### src/sv/htst_pkg.sv
package htst_pkg;

  // Table geometry
  localparam int TABLE_DEPTH = 64;
  localparam int IDX_W       = $clog2(TABLE_DEPTH);
  localparam int CNT_W       = IDX_W + 1;

  // Field widths
  localparam int ADDR_W  = 48;
  localparam int LT_W    = 2;
  localparam int LEN_W   = 16;
  localparam int SEC_W   = 16;
  localparam int CTR_W   = 64;
  localparam int SPAN_W  = 48;
  localparam int RATE_W  = 32;
  localparam int KIND_W  = 3;
  localparam int EIDX_W  = 6;
  localparam int KEY_W   = ADDR_W + LT_W;

  // Serial divider: quotient of up to (span << 4), divisor up to 16 bits
  localparam int DIV_W     = SPAN_W + 4;
  localparam int DVSR_W    = SEC_W;
  localparam int DIV_CNT_W = $clog2(DIV_W + 1);

  // span*8/1000 reduces to span/125; span/1024 is a shift by 10
  localparam int KBIT_DIV   = 125;
  localparam int KBYTE_SHFT = 10;

  // Divide by 125 by folding against 128: 128*t + u leaves u + 3*t
  localparam int KBIT_SHFT  = 7;

  // Result kinds
  localparam logic [KIND_W-1:0] KIND_SRC_BASE = 3'd0;
  localparam logic [KIND_W-1:0] KIND_DST_BASE = 3'd3;
  localparam logic [KIND_W-1:0] KIND_REPORT   = 3'd6;

  // Lookup outcome, added to the kind base
  localparam logic [1:0] ST_FOUND   = 2'd0;
  localparam logic [1:0] ST_ADDED   = 2'd1;
  localparam logic [1:0] ST_DROPPED = 2'd2;

  // Per-entry counter record
  typedef struct packed {
    logic [CTR_W-1:0]  in_pk;
    logic [CTR_W-1:0]  in_ip;
    logic [CTR_W-1:0]  in_by;
    logic [CTR_W-1:0]  out_pk;
    logic [CTR_W-1:0]  out_ip;
    logic [CTR_W-1:0]  out_by;
    logic [SPAN_W-1:0] span_in;
    logic [SPAN_W-1:0] span_out;
  } cnt_entry_t;

  localparam int ENTRY_W = $bits(cnt_entry_t);

  // Datapath operations issued by the controller
  typedef enum logic [3:0] {
    OP_NONE,
    OP_CAPTURE,
    OP_SCAN_NEXT,
    OP_HIT,
    OP_MISS,
    OP_UPDATE,
    OP_NEXT_SIDE,
    OP_TICK_LOAD,
    OP_Q_SHIFT,
    OP_Q_DIV,
    OP_Q_TAKE,
    OP_R_DIV,
    OP_R_TAKE,
    OP_NEXT_ENTRY
  } dp_op_t;

  typedef struct packed {
    dp_op_t op;
  } dp_cmd_t;

  typedef struct packed {
    logic hit;
    logic idx_lt_cnt;
    logic cnt_zero;
    logic side;
    logic dir;
    logic div_busy;
    logic rate_unit;
    logic last_entry;
    logic is_tick;
  } dp_stat_t;

endpackage

### src/sv/htst_ctrl.sv
module htst_ctrl (
  input  logic               clk,
  input  logic               rst,
  input  logic               req_valid,
  input  logic               req_opcode,
  output logic               req_ready,
  output logic               rsp_valid,
  input  logic               rsp_ready,
  input  htst_pkg::dp_stat_t stat,
  output htst_pkg::dp_cmd_t  cmd
);

  typedef enum logic [12:0] {
    S_IDLE     = 13'b0000000000001,
    S_SCAN_RD  = 13'b0000000000010,
    S_SCAN_CMP = 13'b0000000000100,
    S_MISS     = 13'b0000000001000,
    S_CNT_RD   = 13'b0000000010000,
    S_UPD      = 13'b0000000100000,
    S_EMIT     = 13'b0000001000000,
    S_T_RD     = 13'b0000010000000,
    S_T_LOAD   = 13'b0000100000000,
    S_Q        = 13'b0001000000000,
    S_Q_WAIT   = 13'b0010000000000,
    S_R        = 13'b0100000000000,
    S_R_WAIT   = 13'b1000000000000
  } state_t;

  state_t state;
  state_t state_next;

  always_ff @(posedge clk) begin
    if (rst) begin
      state <= S_IDLE;
    end else begin
      state <= state_next;
    end
  end

  // Sequence the lookups, counter update and rate divisions
  always_comb begin
    state_next = state;
    cmd.op     = htst_pkg::OP_NONE;
    req_ready  = 1'b0;
    rsp_valid  = 1'b0;
    unique case (state)
      S_IDLE: begin
        req_ready = 1'b1;
        if (req_valid) begin
          cmd.op = htst_pkg::OP_CAPTURE;
          if (!req_opcode) begin
            state_next = S_SCAN_RD;
          end else if (!stat.cnt_zero) begin
            state_next = S_T_RD;
          end
        end
      end
      S_SCAN_RD: begin
        state_next = stat.idx_lt_cnt ? S_SCAN_CMP : S_MISS;
      end
      S_SCAN_CMP: begin
        if (stat.hit) begin
          cmd.op     = htst_pkg::OP_HIT;
          state_next = S_CNT_RD;
        end else begin
          cmd.op     = htst_pkg::OP_SCAN_NEXT;
          state_next = S_SCAN_RD;
        end
      end
      S_MISS: begin
        cmd.op     = htst_pkg::OP_MISS;
        state_next = S_CNT_RD;
      end
      S_CNT_RD: begin
        state_next = S_UPD;
      end
      S_UPD: begin
        cmd.op     = htst_pkg::OP_UPDATE;
        state_next = S_EMIT;
      end
      S_EMIT: begin
        rsp_valid = 1'b1;
        if (rsp_ready) begin
          if (stat.is_tick) begin
            if (stat.last_entry) begin
              state_next = S_IDLE;
            end else begin
              cmd.op     = htst_pkg::OP_NEXT_ENTRY;
              state_next = S_T_RD;
            end
          end else if (stat.side) begin
            state_next = S_IDLE;
          end else begin
            cmd.op     = htst_pkg::OP_NEXT_SIDE;
            state_next = S_SCAN_RD;
          end
        end
      end
      S_T_RD: begin
        state_next = S_T_LOAD;
      end
      S_T_LOAD: begin
        cmd.op     = htst_pkg::OP_TICK_LOAD;
        state_next = S_Q;
      end
      S_Q: begin
        if (stat.rate_unit) begin
          cmd.op     = htst_pkg::OP_Q_SHIFT;
          state_next = S_R;
        end else begin
          cmd.op     = htst_pkg::OP_Q_DIV;
          state_next = S_Q_WAIT;
        end
      end
      S_Q_WAIT: begin
        if (!stat.div_busy) begin
          cmd.op     = htst_pkg::OP_Q_TAKE;
          state_next = S_R;
        end
      end
      S_R: begin
        cmd.op     = htst_pkg::OP_R_DIV;
        state_next = S_R_WAIT;
      end
      S_R_WAIT: begin
        if (!stat.div_busy) begin
          cmd.op     = htst_pkg::OP_R_TAKE;
          state_next = stat.dir ? S_EMIT : S_Q;
        end
      end
      default: begin
        state_next = S_IDLE;
      end
    endcase
  end

endmodule

### config.mk
export PLATFORM = sky130hd
export DESIGN_NAME = htst_ctrl
export DESIGN_NICKNAME = d
export VERILOG_FILES = /design/src/sv/htst_pkg.sv /design/src/sv/htst_ctrl.sv
export SDC_FILE = /design/constraint.sdc
export NUM_CORES = 1
export LEC_CHECK = 0
export BUFFER_PORTS_ARGS = -buffer_cell sky130_fd_sc_hd__buf_2
export CAP_MARGIN = 0
export CORE_ASPECT_RATIO = 0.75
export CORE_MARGIN = 2
export CORE_UTILIZATION = 51
export CTS_BUF_LIST = sky130_fd_sc_hd__clkbuf_4 sky130_fd_sc_hd__clkbuf_8
export CTS_CLUSTER_DIAMETER = 100
export DETAILED_ROUTE_END_ITERATION = 8
export PLACE_DENSITY = 0.78
export SKIP_LAST_GASP = 1
export SLEW_MARGIN = 20
export SYNTH_ARGS = -nofsm -noshare
export SYNTH_HDL_FRONTEND = slang
export SYNTH_SLANG_ARGS = --single-unit
### constraint.sdc
create_clock -name clk -period 2.4 [get_ports clk]
set_input_delay 0.48 -clock clk [delete_from_list [all_inputs] [get_ports clk]]
set_output_delay 0.48 -clock clk [all_outputs]
set_load 0.02 [all_outputs]
==> impl_results.html, run 1 <==
<table>
<tr><th>Metric</th><th>Value</th></tr>
<tr><th colspan="2">Die</th></tr>
<tr><td>X dimension of the die</td><td>55.4 microns</td></tr>
<tr><td>Core Box Area</td><td>approximately 1800 sq um</td></tr>
<tr><td>Initial Util</td><td>a little under three fifths</td></tr>
<tr><td>Top Ports</td><td>20</td></tr>
<tr><td>Die span in y</td><td>approximately 43 microns</td></tr>
<tr><td>Std-Cell Rows</td><td>13</td></tr>
<tr><td>Total die area</td><td>2360 sq um</td></tr>
<tr><th colspan="2">Global route</th></tr>
<tr><td>Wire length of the first global-routing pass</td><td>roughly 5400 microns</td></tr>
<tr><td>Global route total overflow</td><td>0</td></tr>
<tr><td>Largest net degree at the start of global routing</td><td>11</td></tr>
<tr><td>Total Routing Usage GR</td><td>approximately 29%</td></tr>
<tr><td>Initial antenna violation count</td><td>0</td></tr>
<tr><td>Number of global-route vias before repair</td><td>~1100</td></tr>
<tr><th colspan="2">Power and ir drop</th></tr>
<tr><td>Design Power</td><td>~650 uW</td></tr>
<tr><td>Leakage power</td><td>roughly 0.00057 uW</td></tr>
<tr><td>Power per Cell Area</td><td>478 nW/um^2</td></tr>
<tr><td>Worst ir drop on vdd</td><td>about 0.00038 V</td></tr>
<tr><th colspan="2">CTS</th></tr>
<tr><td>Clock input transition at the sequential cells of the worst setup and hold paths</td><td>roughly 0.090 ns</td></tr>
<tr><td>Post-CTS Setup Repair Bufs</td><td>0</td></tr>
<tr><td>CTS tree</td><td>built</td></tr>
<tr><td>Source-to-sink clock delay at the later pin of the worst-skew pair</td><td>0.29 ns</td></tr>
<tr><td>Post-CTS Hold Buffers</td><td>0</td></tr>
<tr><td>Number of buffers created by CTS</td><td>3</td></tr>
<tr><td>CTS Buffer Depth</td><td>2</td></tr>
<tr><td>Maximum level of the CTS H-tree</td><td>1</td></tr>
<tr><td>Clock Sink Count</td><td>13</td></tr>
<tr><td>Root buffer cell</td><td>clkbuf_4</td></tr>
<tr><th colspan="2">Critical path</th></tr>
<tr><td>Number of gates on the worst path with buffers counted</td><td>5</td></tr>
<tr><td>Critical path required time</td><td>about 1.9 ns</td></tr>
<tr><td>Critical Path Sink Type</td><td>output pin</td></tr>
<tr><td>Register-to-register path setup slack</td><td>roughly 0.16 ns</td></tr>
<tr><td>Cell breakdown of the critical path</td><td>or4_4 &gt; or3_4 &gt; or4_1 &gt; o211ai_1 &gt; buf_4</td></tr>
<tr><td>Largest stage delay, worst path</td><td>0.54 ns</td></tr>
<tr><td>Startpoint of the lowest-slack register-to-register path</td><td>state[4]$_SDFFE_PP0P_</td></tr>
<tr><td>Buffer and inverter count on the worst path</td><td>1</td></tr>
<tr><td>Setup crit end</td><td>cmd[3]</td></tr>
<tr><td>Worst path top cell family by delay</td><td>simple AND/OR/NAND/NOR gates</td></tr>
<tr><td>Depth of the worst register-to-register path</td><td>8</td></tr>
<tr><td>Maximum fanout along the worst path</td><td>3</td></tr>
<tr><td>Endpoint of the worst-slack reg-to-reg timing path</td><td>state[2]$_SDFFE_PP0P_</td></tr>
<tr><td>Worst setup path class</td><td>reg -&gt; out</td></tr>
<tr><td>CP Data Arrival Time</td><td>between 2 and 2.5 ns</td></tr>
<tr><td>Standard cell with the maximum stage delay on the critical path</td><td>or4_4</td></tr>
<tr><td>Start point of the critical path</td><td>state[0]$_SDFFE_PP1P_</td></tr>
<tr><td>Critical path startpoint category</td><td>flop</td></tr>
<tr><th colspan="2">STA</th></tr>
<tr><td>Tightest hold margin</td><td>0.350 ns</td></tr>
<tr><td>Worst slew pin tran</td><td>about 0.48 ns</td></tr>
<tr><td>Headroom to the max-slew limit</td><td>67.4%</td></tr>
<tr><td>Number of pins exceeding their max-slew limit in the final report</td><td>0</td></tr>
<tr><td>Highest attainable clock frequency</td><td>365 MHz</td></tr>
<tr><td>Setup TNS after final layout</td><td>-1.13 ns</td></tr>
<tr><td>Final Hold Violating Endpoints</td><td>0</td></tr>
<tr><td>RSZ-0062 raised after global routing</td><td>yes</td></tr>
<tr><td>Total setup violations reported at the end of the flow</td><td>5</td></tr>
<tr><td>Time the final worst path needs with I/O delays and setup</td><td>between 2 and 3 ns</td></tr>
<tr><td>Setup skew after layout</td><td>0.00602 ns</td></tr>
<tr><td>PnR worst setup slack</td><td>-0.341 ns</td></tr>
<tr><td>Fraction of the cycle the final worst path needs</td><td>114%</td></tr>
<tr><th colspan="2">Drt</th></tr>
<tr><td>Via count</td><td>between 1000 and 1500</td></tr>
<tr><td>Vias per inst</td><td>around 6.5</td></tr>
<tr><td>1st-pass router iterations</td><td>5</td></tr>
<tr><td>Antenna-violating nets left</td><td>0</td></tr>
<tr><td>Routed wire length per instance</td><td>16.9 microns</td></tr>
<tr><td>Number of DRC markers after the initial detailed-route iteration</td><td>63</td></tr>
<tr><td>Total wire length after detailed routing</td><td>~3200 microns</td></tr>
<tr><td>DRC violations left</td><td>0</td></tr>
<tr><th colspan="2">Cells and area</th></tr>
<tr><td>Net total in the final layout</td><td>~180</td></tr>
<tr><td>Post-route non-filler standard cell count</td><td>~190</td></tr>
<tr><td>Growth of design area from synthesis to finish</td><td>34.6%</td></tr>
<tr><td>Flip-flop count of the largest register after layout</td><td>13</td></tr>
<tr><td>Biggest registers after layout</td><td>state (13)</td></tr>
<tr><td>Layout cells sized above 1</td><td>38.5%</td></tr>
<tr><td>Most flops, register</td><td>state</td></tr>
<tr><td>ANT cells</td><td>0</td></tr>
<tr><th colspan="2">Synthesis</th></tr>
<tr><td>Flip-flop and latch count after synthesis</td><td>13</td></tr>
<tr><td>Synthesized instance count</td><td>129</td></tr>
<tr><td>Number of library cell types mapped by synthesis</td><td>44</td></tr>
<tr><td>Number of nets produced by synthesis</td><td>143</td></tr>
<tr><td>Post-synthesis cell area</td><td>approximately 1000 sq um</td></tr>
<tr><td>Sequential cell area fraction in the yosys report</td><td>25.7%</td></tr>
<tr><td>Share of async-settable or async-resettable flops after synthesis</td><td>0%</td></tr>
<tr><td>Count of flip-flops with a built-in enable after synthesis</td><td>0</td></tr>
<tr><td>Mean area per synthesized cell</td><td>between 7 and 8 sq um</td></tr>
<tr><td>Warnings from Yosys</td><td>0</td></tr>
<tr><td>Ys flop type</td><td>dfxtp_1</td></tr>
<tr><th colspan="2">Placed design</th></tr>
<tr><td>Cell count after placement</td><td>~190</td></tr>
<tr><td>Detailed-placement wirelength estimate</td><td>between 2000 and 2500 microns</td></tr>
<tr><td>Final Wtd Congestion</td><td>just over 0.9</td></tr>
<tr><td>Number of buffers added on ports</td><td>19</td></tr>
<tr><th colspan="2">Status</th></tr>
<tr><td>Status</td><td>finished, violations left</td></tr>
<tr><td>Failing checks</td><td>negative setup slack</td></tr>
<tr><th colspan="2">Min path</th></tr>
<tr><td>Worst min-delay path category</td><td>in -&gt; reg</td></tr>
<tr><td>WHS Path Cells</td><td>2</td></tr>
<tr><th colspan="2">Run</th></tr>
<tr><td>MaxCap Viol Count</td><td>0</td></tr>
</table>
## per-stage QoR
step	worst slack, ns	instance area [sq um]	util, %
2_1_floorplan	-0.0603	1030	-
3_5_place_dp	-0.0800	1290	71.5
4_1_cts	-0.340	1350	74.6
5_1_grt	-0.409	1360	75.5
3_3_place_gp	-0.0250	1290	71.5
6_report	-0.341	1360	75.5
## per-layer routing
layer	wire length [microns]	vias to the layer above	track usage, %
met1	1400	561	38.6
met2	1380	99	45.2
met4	82	0	12.7
met5	0	-	0
li1	-	579	-
met3	361	11	8.02
## final cells by class
type	instances	area (sq um)
clock buffer	3	22.5
tap	22	27.5
fill	130	443
inverter	7	28.8
sequential	13	260
multi-input combinational	101	719
timing repair buffer	44	299
clock inverter	1	5.00
## cells in the final DEF (no fill, tap or decap), types with 4 or more instances in the layout
master     n
nor3_1     9
buf_2     14
nand2_1    9
or4b_2     4
nor2_1     9
nand2b_1   4
buf_4     29
nor4_1     4
a21oi_1    6
inv_1      6
dfxtp_1   13
## report_power, final
group	leakage, uW	internal (uW)	switching (uW)
Clock	0.0000177	62.0	84.2
Sequential	0.000105	225	6.43
Combinational	0.000447	125	149
## cells in the mapped netlist (2+ instances only)
cell | count | area [sq um]
or4b_2 | 4 | 40.0
nand4_1 | 3 | 18.8
nor4_2 | 2 | 25.0
o211ai_1 | 2 | 15.0
mux2i_1 | 2 | 20.0
or4_1 | 3 | 22.5
xnor2_1 | 3 | 26.3
nand3b_1 | 2 | 15.0
o2111ai_1 | 2 | 17.5
nand2_1 | 9 | 33.8
buf_6 | 2 | 22.5
a22oi_1 | 2 | 15.0
nor3_1 | 9 | 45.0
dfxtp_1 | 13 | 260
nor2_1 | 10 | 37.5
a32oi_1 | 2 | 17.5
a21oi_1 | 6 | 30.0
o221ai_1 | 2 | 17.5
o21ai_0 | 2 | 10.0
inv_1 | 7 | 26.3
o22ai_1 | 3 | 18.8
clkbuf_1 | 6 | 22.5
a21o_1 | 2 | 15.0
nand2b_1 | 4 | 25.0
nor4_1 | 4 | 25.0
or3_1 | 3 | 18.8
nor4b_1 | 3 | 26.3
## worst register-to-register path: stages, from the launching register on
cell      delay, ns
dfxtp_1        0.38
buf_4          0.18
nor4_4         0.05
buf_4          0.15
and4_1         0.19
o21ai_0        0.42
nand3b_1       0.35
buf_4          0.26
nor3_1         0.19
## cells by family after synthesis
family	after synthesis	share of synthesized area, %
AO/OA/AOI/OAI	30	21.4
multiplexers	3	3.09
flip-flops	13	25.7
buffers and inverters	15	7.05
XOR/XNOR	4	3.46
AND/OR/NAND/NOR	64	39.3
## what timing repair did
action                                  in CTS  in global routing
endpoints found under the setup margin       5                  6
gates resized for setup                      9                  3
pin swaps                                    2                  1
## worst min-delay path by stage
| stage | start | slack (ns) | end |
|---|---|---|---|
| after floorplan | state[4]$_SDFFE_PP0P_ | 0.49 | state[5]$_SDFFE_PP0P_ |
| after global placement | state[4]$_SDFFE_PP0P_ | 0.60 | state[5]$_SDFFE_PP0P_ |
| after detailed placement | state[4]$_SDFFE_PP0P_ | 0.61 | state[5]$_SDFFE_PP0P_ |
| after CTS | stat[7] | 0.35 | state[3]$_SDFFE_PP0P_ |
| after global routing | stat[7] | 0.35 | state[3]$_SDFFE_PP0P_ |
| final | stat[7] | 0.35 | state[3]$_SDFFE_PP0P_ |
Power figures use the tool's default switching activity.
==> run 2: changes to the inputs <==
--- a/config.mk
+++ b/config.mk
@@ -7,13 +7,12 @@
 export LEC_CHECK = 0
 export BUFFER_PORTS_ARGS = -buffer_cell sky130_fd_sc_hd__buf_2
 export CAP_MARGIN = 0
-export CORE_ASPECT_RATIO = 0.75
 export CORE_MARGIN = 2
-export CORE_UTILIZATION = 51
+export CORE_UTILIZATION = 61
 export CTS_BUF_LIST = sky130_fd_sc_hd__clkbuf_4 sky130_fd_sc_hd__clkbuf_8
 export CTS_CLUSTER_DIAMETER = 100
 export DETAILED_ROUTE_END_ITERATION = 8
-export PLACE_DENSITY = 0.78
+export PLACE_DENSITY = 0.87
 export SKIP_LAST_GASP = 1
 export SLEW_MARGIN = 20
 export SYNTH_ARGS = -nofsm -noshare
==> constraint.sdc (replaced) <==
create_clock -name clk -period 3.2 [get_ports clk]
set_input_delay 0.64 -clock clk [delete_from_list [all_inputs] [get_ports clk]]
set_output_delay 0.64 -clock clk [all_outputs]
set_load 0.02 [all_outputs]
==> run 2 against run 1 <==
- the flow now finishes without violations
- combinational power decreased by 46%
- cell count down 15%
- global-route usage down 0.22 points
- critical path type unchanged
- non-clock buffer count down 22
- largest cell class unchanged
- critical path depth did not move
- routed wire length shrank 16%
- die area down 15%
- clock-buffer cell count is 1 higher
==> impl_results.html, run 2 (same netlist as run 1, synthesis figures left out) <==
<table>
<tr><th>Metric</th><th>Value</th></tr>
<tr><th colspan="2">Status</th></tr>
<tr><td>Status</td><td>finished, final reports clean</td></tr>
<tr><th colspan="2">Power and ir drop</th></tr>
<tr><td>Relative contribution of combinational cells to total power</td><td>between 30 and 40%</td></tr>
<tr><td>Clk pwr share</td><td>25.9%</td></tr>
<tr><td>Proportion of power drawn by flip-flops and latches</td><td>40.8%</td></tr>
<tr><td>Leakage power</td><td>~0.00045 uW</td></tr>
<tr><td>Share of total power consumed by net switching</td><td>about a third</td></tr>
<tr><td>Design internal power</td><td>about 280 uW</td></tr>
<tr><td>Switching power total</td><td>about 160 uW</td></tr>
<tr><td>Worst ir drop on vdd</td><td>a little over 0.0003 V</td></tr>
<tr><td>Power per Cell Area</td><td>a little under 400 nW/um^2</td></tr>
<tr><th colspan="2">CTS</th></tr>
<tr><td>CTS tree</td><td>built</td></tr>
<tr><td>Number of buffers created by CTS</td><td>3</td></tr>
<tr><td>CTS Buffer Depth</td><td>2</td></tr>
<tr><td>PostCTS Resize Cnt</td><td>0</td></tr>
<tr><td>Clock input transition at the sequential cells of the worst setup and hold paths</td><td>around 0.080 ns</td></tr>
<tr><td>Post-CTS Setup Repair Bufs</td><td>0</td></tr>
<tr><td>Root buffer cell</td><td>clkbuf_4</td></tr>
<tr><td>Clock Sink Count</td><td>13</td></tr>
<tr><td>Maximum level of the CTS H-tree</td><td>1</td></tr>
<tr><td>Post-CTS Hold Buffers</td><td>0</td></tr>
<tr><td>Source-to-sink clock delay at the later pin of the worst-skew pair</td><td>between 0.2 and 0.3 ns</td></tr>
<tr><th colspan="2">Critical path</th></tr>
<tr><td>Register-to-register path setup slack</td><td>roughly 0.95 ns</td></tr>
<tr><td>Endpoint of the worst-slack reg-to-reg timing path</td><td>state[8]$_SDFFE_PP0P_</td></tr>
<tr><td>Worst setup path class</td><td>reg -&gt; out</td></tr>
<tr><td>Critical path startpoint category</td><td>flop</td></tr>
<tr><td>Critical Path Sink Type</td><td>output pin</td></tr>
<tr><td>Critical path required time</td><td>around 2.6 ns</td></tr>
<tr><td>Depth of the worst register-to-register path</td><td>6</td></tr>
<tr><td>Maximum fanout along the worst path</td><td>8</td></tr>
<tr><td>CP Data Arrival Time</td><td>between 2 and 2.5 ns</td></tr>
<tr><td>Setup crit end</td><td>cmd[3]</td></tr>
<tr><td>Start point of the critical path</td><td>state[1]$_SDFFE_PP0P_</td></tr>
<tr><td>Startpoint of the lowest-slack register-to-register path</td><td>state[5]$_SDFFE_PP0P_</td></tr>
<tr><th colspan="2">Global route</th></tr>
<tr><td>Fraction of met2 tracks used by global routing</td><td>a little under half</td></tr>
<tr><td>Largest net degree at the start of global routing</td><td>15</td></tr>
<tr><td>Fraction of met1 tracks used by global routing</td><td>between 30% and 40%</td></tr>
<tr><td>Number of global-route vias before repair</td><td>1001</td></tr>
<tr><td>Wire length of the first global-routing pass</td><td>4360 microns</td></tr>
<tr><td>Met3 track demand over resource</td><td>approximately 4%</td></tr>
<tr><td>Initial antenna violation count</td><td>0</td></tr>
<tr><td>Total Routing Usage GR</td><td>between 20% and 30%</td></tr>
<tr><td>Global route total overflow</td><td>0</td></tr>
<tr><td>Global routing's busiest layer</td><td>met2</td></tr>
<tr><th colspan="2">Cells and area</th></tr>
<tr><td>Fin util</td><td>about 74%</td></tr>
<tr><td>Net total in the final layout</td><td>approximately 160</td></tr>
<tr><td>Number of fill cells in the layout</td><td>roughly 110</td></tr>
<tr><td>Combined area of the multi-input logic cells</td><td>681 sq um</td></tr>
<tr><td>Leading cell types in the layout, fill and taps excluded</td><td>buf_2 (19), dfxtp_1 (13), nor2_1 (10)</td></tr>
<tr><td>Most flops, register</td><td>state</td></tr>
<tr><td>Flip-flop count of the largest register after layout</td><td>13</td></tr>
<tr><td>ANT cells</td><td>0</td></tr>
<tr><td>Biggest registers after layout</td><td>state (13)</td></tr>
<tr><td>Layout cells sized above 1</td><td>between 20% and 30%</td></tr>
<tr><td>Most common cell after layout, fill and taps aside</td><td>buf_2</td></tr>
<tr><td>Sequential cell area</td><td>around 260 sq um</td></tr>
<tr><td>Growth of design area from synthesis to finish</td><td>12.1%</td></tr>
<tr><th colspan="2">Drt</th></tr>
<tr><td>Number of DRC markers after the initial detailed-route iteration</td><td>62</td></tr>
<tr><td>1st-pass router iterations</td><td>4</td></tr>
<tr><td>DRC violations left</td><td>0</td></tr>
<tr><td>Routed wire length per instance</td><td>~17 microns</td></tr>
<tr><td>Via count</td><td>around 1100</td></tr>
<tr><td>Total wire length after detailed routing</td><td>between 2000 and 3000 microns</td></tr>
<tr><td>Antenna-violating nets left</td><td>0</td></tr>
<tr><td>Vias per inst</td><td>about 7</td></tr>
<tr><th colspan="2">STA</th></tr>
<tr><td>Setup TNS after final layout</td><td>0 ns</td></tr>
<tr><td>Headroom to the max-slew limit</td><td>between 60 and 70%</td></tr>
<tr><td>Setup skew after layout</td><td>approximately 0.011 ns</td></tr>
<tr><td>Final Hold Violating Endpoints</td><td>0</td></tr>
<tr><td>RSZ-0062 raised after global routing</td><td>no</td></tr>
<tr><td>Total setup violations reported at the end of the flow</td><td>0</td></tr>
<tr><td>Highest attainable clock frequency</td><td>323 MHz</td></tr>
<tr><td>Fraction of the cycle the final worst path needs</td><td>~97%</td></tr>
<tr><td>PnR worst setup slack</td><td>0.108 ns</td></tr>
<tr><td>Time the final worst path needs with I/O delays and setup</td><td>3.09 ns</td></tr>
<tr><td>Worst slew pin tran</td><td>between 0.5 and 0.6 ns</td></tr>
<tr><td>Number of pins exceeding their max-slew limit in the final report</td><td>0</td></tr>
<tr><th colspan="2">Run</th></tr>
<tr><td>MaxCap Viol Count</td><td>0</td></tr>
<tr><th colspan="2">Placed design</th></tr>
<tr><td>Worst setup timing slack at the placement stage</td><td>around 0.44 ns</td></tr>
<tr><td>Number of buffers added on ports</td><td>19</td></tr>
<tr><td>Final Wtd Congestion</td><td>a little over 0.9</td></tr>
<tr><td>Detailed-placement wirelength estimate</td><td>about 2000 microns</td></tr>
<tr><th colspan="2">Die</th></tr>
<tr><td>Die span in y</td><td>roughly 45 microns</td></tr>
<tr><td>X dimension of the die</td><td>roughly 45 microns</td></tr>
<tr><td>Std-Cell Rows</td><td>14</td></tr>
<tr><td>Top Ports</td><td>20</td></tr>
<tr><td>Total die area</td><td>between 2000 and 2500 sq um</td></tr>
<tr><td>Initial Util</td><td>approximately two thirds</td></tr>
<tr><td>Core Box Area</td><td>roughly 1500 sq um</td></tr>
<tr><th colspan="2">Min path</th></tr>
<tr><td>Worst min-delay path category</td><td>in -&gt; reg</td></tr>
</table>
[run 2: how the worst min path moves through the flow]
stage / startpoint / endpoint / slack [ns] / cells past startpoint
3_3_place_gp: state[4]$_SDFFE_PP0P_ / state[5]$_SDFFE_PP0P_ / 0.54 / 2
6_report: stat[7] / state[3]$_SDFFE_PP0P_ / 0.54 / 2
2_1_floorplan: state[4]$_SDFFE_PP0P_ / state[5]$_SDFFE_PP0P_ / 0.49 / 2
5_1_grt: stat[7] / state[3]$_SDFFE_PP0P_ / 0.54 / 2
3_5_place_dp: state[4]$_SDFFE_PP0P_ / state[5]$_SDFFE_PP0P_ / 0.55 / 2
4_1_cts: stat[7] / state[3]$_SDFFE_PP0P_ / 0.54 / 2
[run 2: power groups by stage]
stage / logic [uW] / registers [uW] / clock network, uW
2_1_floorplan: 107 / 179 / 0
3_3_place_gp: 141 / 182 / 0
5_1_grt: 158 / 180 / 120
3_5_place_dp: 142 / 183 / 0
6_report: 147 / 180 / 114
4_1_cts: 143 / 179 / 113
[run 2: critical path, cell delays in order (launching register included)]
cell      delay (ns)
dfxtp_1         0.38
or4_4           0.59
or3_4           0.40
or4_1           0.52
o211ai_1        0.11
buf_2           0.19
[run 2: per-stage QoR]
step                      power [uW]  instance area [sq um]  hold slack, ns  cells
after global routing             459                   1130           0.540    163
after CTS                        436                   1130           0.543    163
after global placement           323                   1100           0.543    159
after detailed placement         325                   1100           0.551    159
after floorplan                  287                   1010           0.491    129
final                            440                   1130           0.545    163
[run 2: metal layers]
layer / wire [microns] / vias to the layer above
li1: - / 540
met1: 1170 / 527
met2: 1200 / 68
met3: 260 / 12
met4: 75 / 0
met5: 0 / -
[run 2: area by class of cell]
type	instances	area share (%)
well taps	16	1.76
clock buffers	4	2.65
repair buffers	22	10.4
flip-flops and latches	13	22.9
inverters	7	2.32
multi-input cells	101	60.0
==> run 3: changes to the inputs <==
==> constraint.sdc (replaced) <==
create_clock -name clk -period 3.2 [get_ports clk]
set_input_delay 0.32 -clock clk [delete_from_list [all_inputs] [get_ports clk]]
set_output_delay 0.32 -clock clk [all_outputs]
set_load 0.02 [all_outputs]
==> run 3 against run 2 <==
- clock power barely moved
- clock-buffer cell count unchanged
- critical endpoint unchanged
- global-route usage is 1.2 points lower
- fmax up 9.7%
- non-clock buffer count shrank 3
- die area unchanged
- clock skew decreased by 0.0023 ns
==> impl_results.html, run 3 (same netlist as run 1, synthesis figures left out) <==
<table>
<tr><th>Metric</th><th>Value</th></tr>
<tr><th colspan="2">STA</th></tr>
<tr><td>Final Hold Violating Endpoints</td><td>0</td></tr>
<tr><td>Setup skew after layout</td><td>a little over 0.009 ns</td></tr>
<tr><td>RSZ-0062 raised after global routing</td><td>no</td></tr>
<tr><td>Number of pins exceeding their max-slew limit in the final report</td><td>0</td></tr>
<tr><td>Highest attainable clock frequency</td><td>between 300 and 400 MHz</td></tr>
<tr><td>Fraction of the cycle the final worst path needs</td><td>88.1%</td></tr>
<tr><td>Headroom to the max-slew limit</td><td>between 40% and 50%</td></tr>
<tr><td>Worst slew pin tran</td><td>between 0.7 and 0.8 ns</td></tr>
<tr><td>Time the final worst path needs with I/O delays and setup</td><td>~2.8 ns</td></tr>
<tr><td>Setup TNS after final layout</td><td>0 ns</td></tr>
<tr><td>Total setup violations reported at the end of the flow</td><td>0</td></tr>
<tr><th colspan="2">Critical path</th></tr>
<tr><td>Worst setup path class</td><td>reg -&gt; out</td></tr>
<tr><td>Critical path startpoint category</td><td>flop</td></tr>
<tr><td>Maximum fanout along the worst path</td><td>10</td></tr>
<tr><td>Critical path required time</td><td>2.88 ns</td></tr>
<tr><td>Startpoint of the lowest-slack register-to-register path</td><td>state[10]$_SDFFE_PP0P_</td></tr>
<tr><td>Register-to-register path setup slack</td><td>~0.88 ns</td></tr>
<tr><td>CP Data Arrival Time</td><td>about 2.5 ns</td></tr>
<tr><td>Start point of the critical path</td><td>state[2]$_SDFFE_PP0P_</td></tr>
<tr><td>Critical Path Sink Type</td><td>output pin</td></tr>
<tr><th colspan="2">Drt</th></tr>
<tr><td>Total wire length after detailed routing</td><td>approximately 2600 microns</td></tr>
<tr><td>Number of DRC markers after the initial detailed-route iteration</td><td>74</td></tr>
<tr><td>1st-pass router iterations</td><td>4</td></tr>
<tr><td>Routed wire length per instance</td><td>16.1 microns</td></tr>
<tr><td>Antenna-violating nets left</td><td>0</td></tr>
<tr><td>DRC violations left</td><td>0</td></tr>
<tr><td>Via count</td><td>1115</td></tr>
<tr><td>Vias per inst</td><td>around 7.0</td></tr>
<tr><th colspan="2">CTS</th></tr>
<tr><td>CTS tree</td><td>built</td></tr>
<tr><td>Post-CTS Setup Repair Bufs</td><td>0</td></tr>
<tr><td>Root buffer cell</td><td>clkbuf_4</td></tr>
<tr><td>Post-CTS Hold Buffers</td><td>0</td></tr>
<tr><td>Maximum level of the CTS H-tree</td><td>1</td></tr>
<tr><td>Number of buffers created by CTS</td><td>3</td></tr>
<tr><td>CTS Buffer Depth</td><td>2</td></tr>
<tr><td>Clock input transition at the sequential cells of the worst setup and hold paths</td><td>~0.080 ns</td></tr>
<tr><td>Source-to-sink clock delay at the later pin of the worst-skew pair</td><td>between 0.2 and 0.3 ns</td></tr>
<tr><td>Clock Sink Count</td><td>13</td></tr>
<tr><td>PostCTS Resize Cnt</td><td>0</td></tr>
<tr><th colspan="2">Cells and area</th></tr>
<tr><td>Most flops, register</td><td>state</td></tr>
<tr><td>Most common cell after layout, fill and taps aside</td><td>buf_2</td></tr>
<tr><td>Post-route non-filler standard cell count</td><td>160</td></tr>
<tr><td>Growth of design area from synthesis to finish</td><td>9.89%</td></tr>
<tr><td>Fin util</td><td>73.0%</td></tr>
<tr><td>Layout cells sized above 1</td><td>a little under a quarter</td></tr>
<tr><td>Biggest registers after layout</td><td>state (13)</td></tr>
<tr><td>ANT cells</td><td>0</td></tr>
<tr><td>Leading cell types in the layout, fill and taps excluded</td><td>buf_2 (19), dfxtp_1 (13), nor2_1 (10)</td></tr>
<tr><td>Flip-flop count of the largest register after layout</td><td>13</td></tr>
<tr><td>Net total in the final layout</td><td>159</td></tr>
<tr><td>Number of fill cells in the layout</td><td>approximately 120</td></tr>
<tr><th colspan="2">Die</th></tr>
<tr><td>X dimension of the die</td><td>~45 microns</td></tr>
<tr><td>Initial Util</td><td>roughly two thirds</td></tr>
<tr><td>Std-Cell Rows</td><td>14</td></tr>
<tr><td>Core Box Area</td><td>between 1500 and 2000 sq um</td></tr>
<tr><td>Die span in y</td><td>roughly 45 microns</td></tr>
<tr><td>Total die area</td><td>between 2000 and 2500 sq um</td></tr>
<tr><td>Top Ports</td><td>20</td></tr>
<tr><th colspan="2">Global route</th></tr>
<tr><td>Initial antenna violation count</td><td>0</td></tr>
<tr><td>Number of global-route vias before repair</td><td>around 900</td></tr>
<tr><td>Largest net degree at the start of global routing</td><td>16</td></tr>
<tr><td>Wire length of the first global-routing pass</td><td>4080 microns</td></tr>
<tr><td>Total Routing Usage GR</td><td>between 20 and 30%</td></tr>
<tr><td>Global route total overflow</td><td>0</td></tr>
<tr><th colspan="2">Power and ir drop</th></tr>
<tr><td>Worst ir drop on vdd</td><td>0.000244 V</td></tr>
<tr><td>Power per Cell Area</td><td>394 nW/um^2</td></tr>
<tr><td>Leakage power</td><td>0.000434 uW</td></tr>
<tr><th colspan="2">Placed design</th></tr>
<tr><td>Final Wtd Congestion</td><td>between 0.9 and 1</td></tr>
<tr><td>Detailed-placement wirelength estimate</td><td>1930 microns</td></tr>
<tr><td>Cell count after placement</td><td>156</td></tr>
<tr><td>Number of buffers added on ports</td><td>19</td></tr>
<tr><th colspan="2">Run</th></tr>
<tr><td>MaxCap Viol Count</td><td>0</td></tr>
<tr><th colspan="2">Min path</th></tr>
<tr><td>Min-delay src</td><td>stat[7]</td></tr>
<tr><td>Worst min-delay path category</td><td>in -&gt; reg</td></tr>
<tr><th colspan="2">Status</th></tr>
<tr><td>Status</td><td>finished, final reports clean</td></tr>
</table>
## run 3: area by class of cell
| type | instances | area [sq um] | share of cell area, % |
|---|---|---|---|
| clock buffer | 4 | 30.0 | 2.70 |
| inverter | 7 | 26.3 | 2.36 |
| multi-input combinational | 101 | 681 | 61.2 |
| sequential | 13 | 260 | 23.4 |
| tap | 16 | 20.0 | 1.80 |
| timing repair buffer | 19 | 95.1 | 8.55 |
## run 3: worst paths after layout
kind              cells after the start                    end
hold reg to reg                       2  state[5]$_SDFFE_PP0P_
hold / removal                        2  state[3]$_SDFFE_PP0P_
setup / recovery                      6                 cmd[3]
setup reg to reg                      5  state[8]$_SDFFE_PP0P_
## run 3: power by group
part	leakage, uW	switching (uW)	internal, uW
Sequential	0.000105	10.5	168
Clock	0.0000184	59.5	57.0
Combinational	0.000310	84.5	57.9
Total	0.000434	154	283
## run 3: through the flow
stage                     setup slack, ns  hold WS (ns)  total power [uW]  instance area, sq um
after global routing                0.298         0.200               458                  1110
after global placement              0.750         0.500               321                  1080
after detailed placement            0.756         0.511               321                  1080
after floorplan                     0.783         0.399               287                  1010
after CTS                           0.433         0.212               434                  1110
final                               0.381         0.210               438                  1110
## run 3: critical path, stage by stage, from the launching register on
cell and delay [ns]:
dfxtp_1 0.39, or4_4 0.56, or3_4 0.40, nor2_1 0.30, a31oi_1 0.15, o211ai_1 0.22
buf_2 0.20
## run 3: per-layer routing
metal / track usage, % / wire length, microns / vias up
met5: 0 / 0 / -
met4: 13.3 / 49 / 0
met3: 2.80 / 266 / 7
met2: 43.8 / 1140 / 77
met1: 38.5 / 1120 / 500
li1: - / - / 531
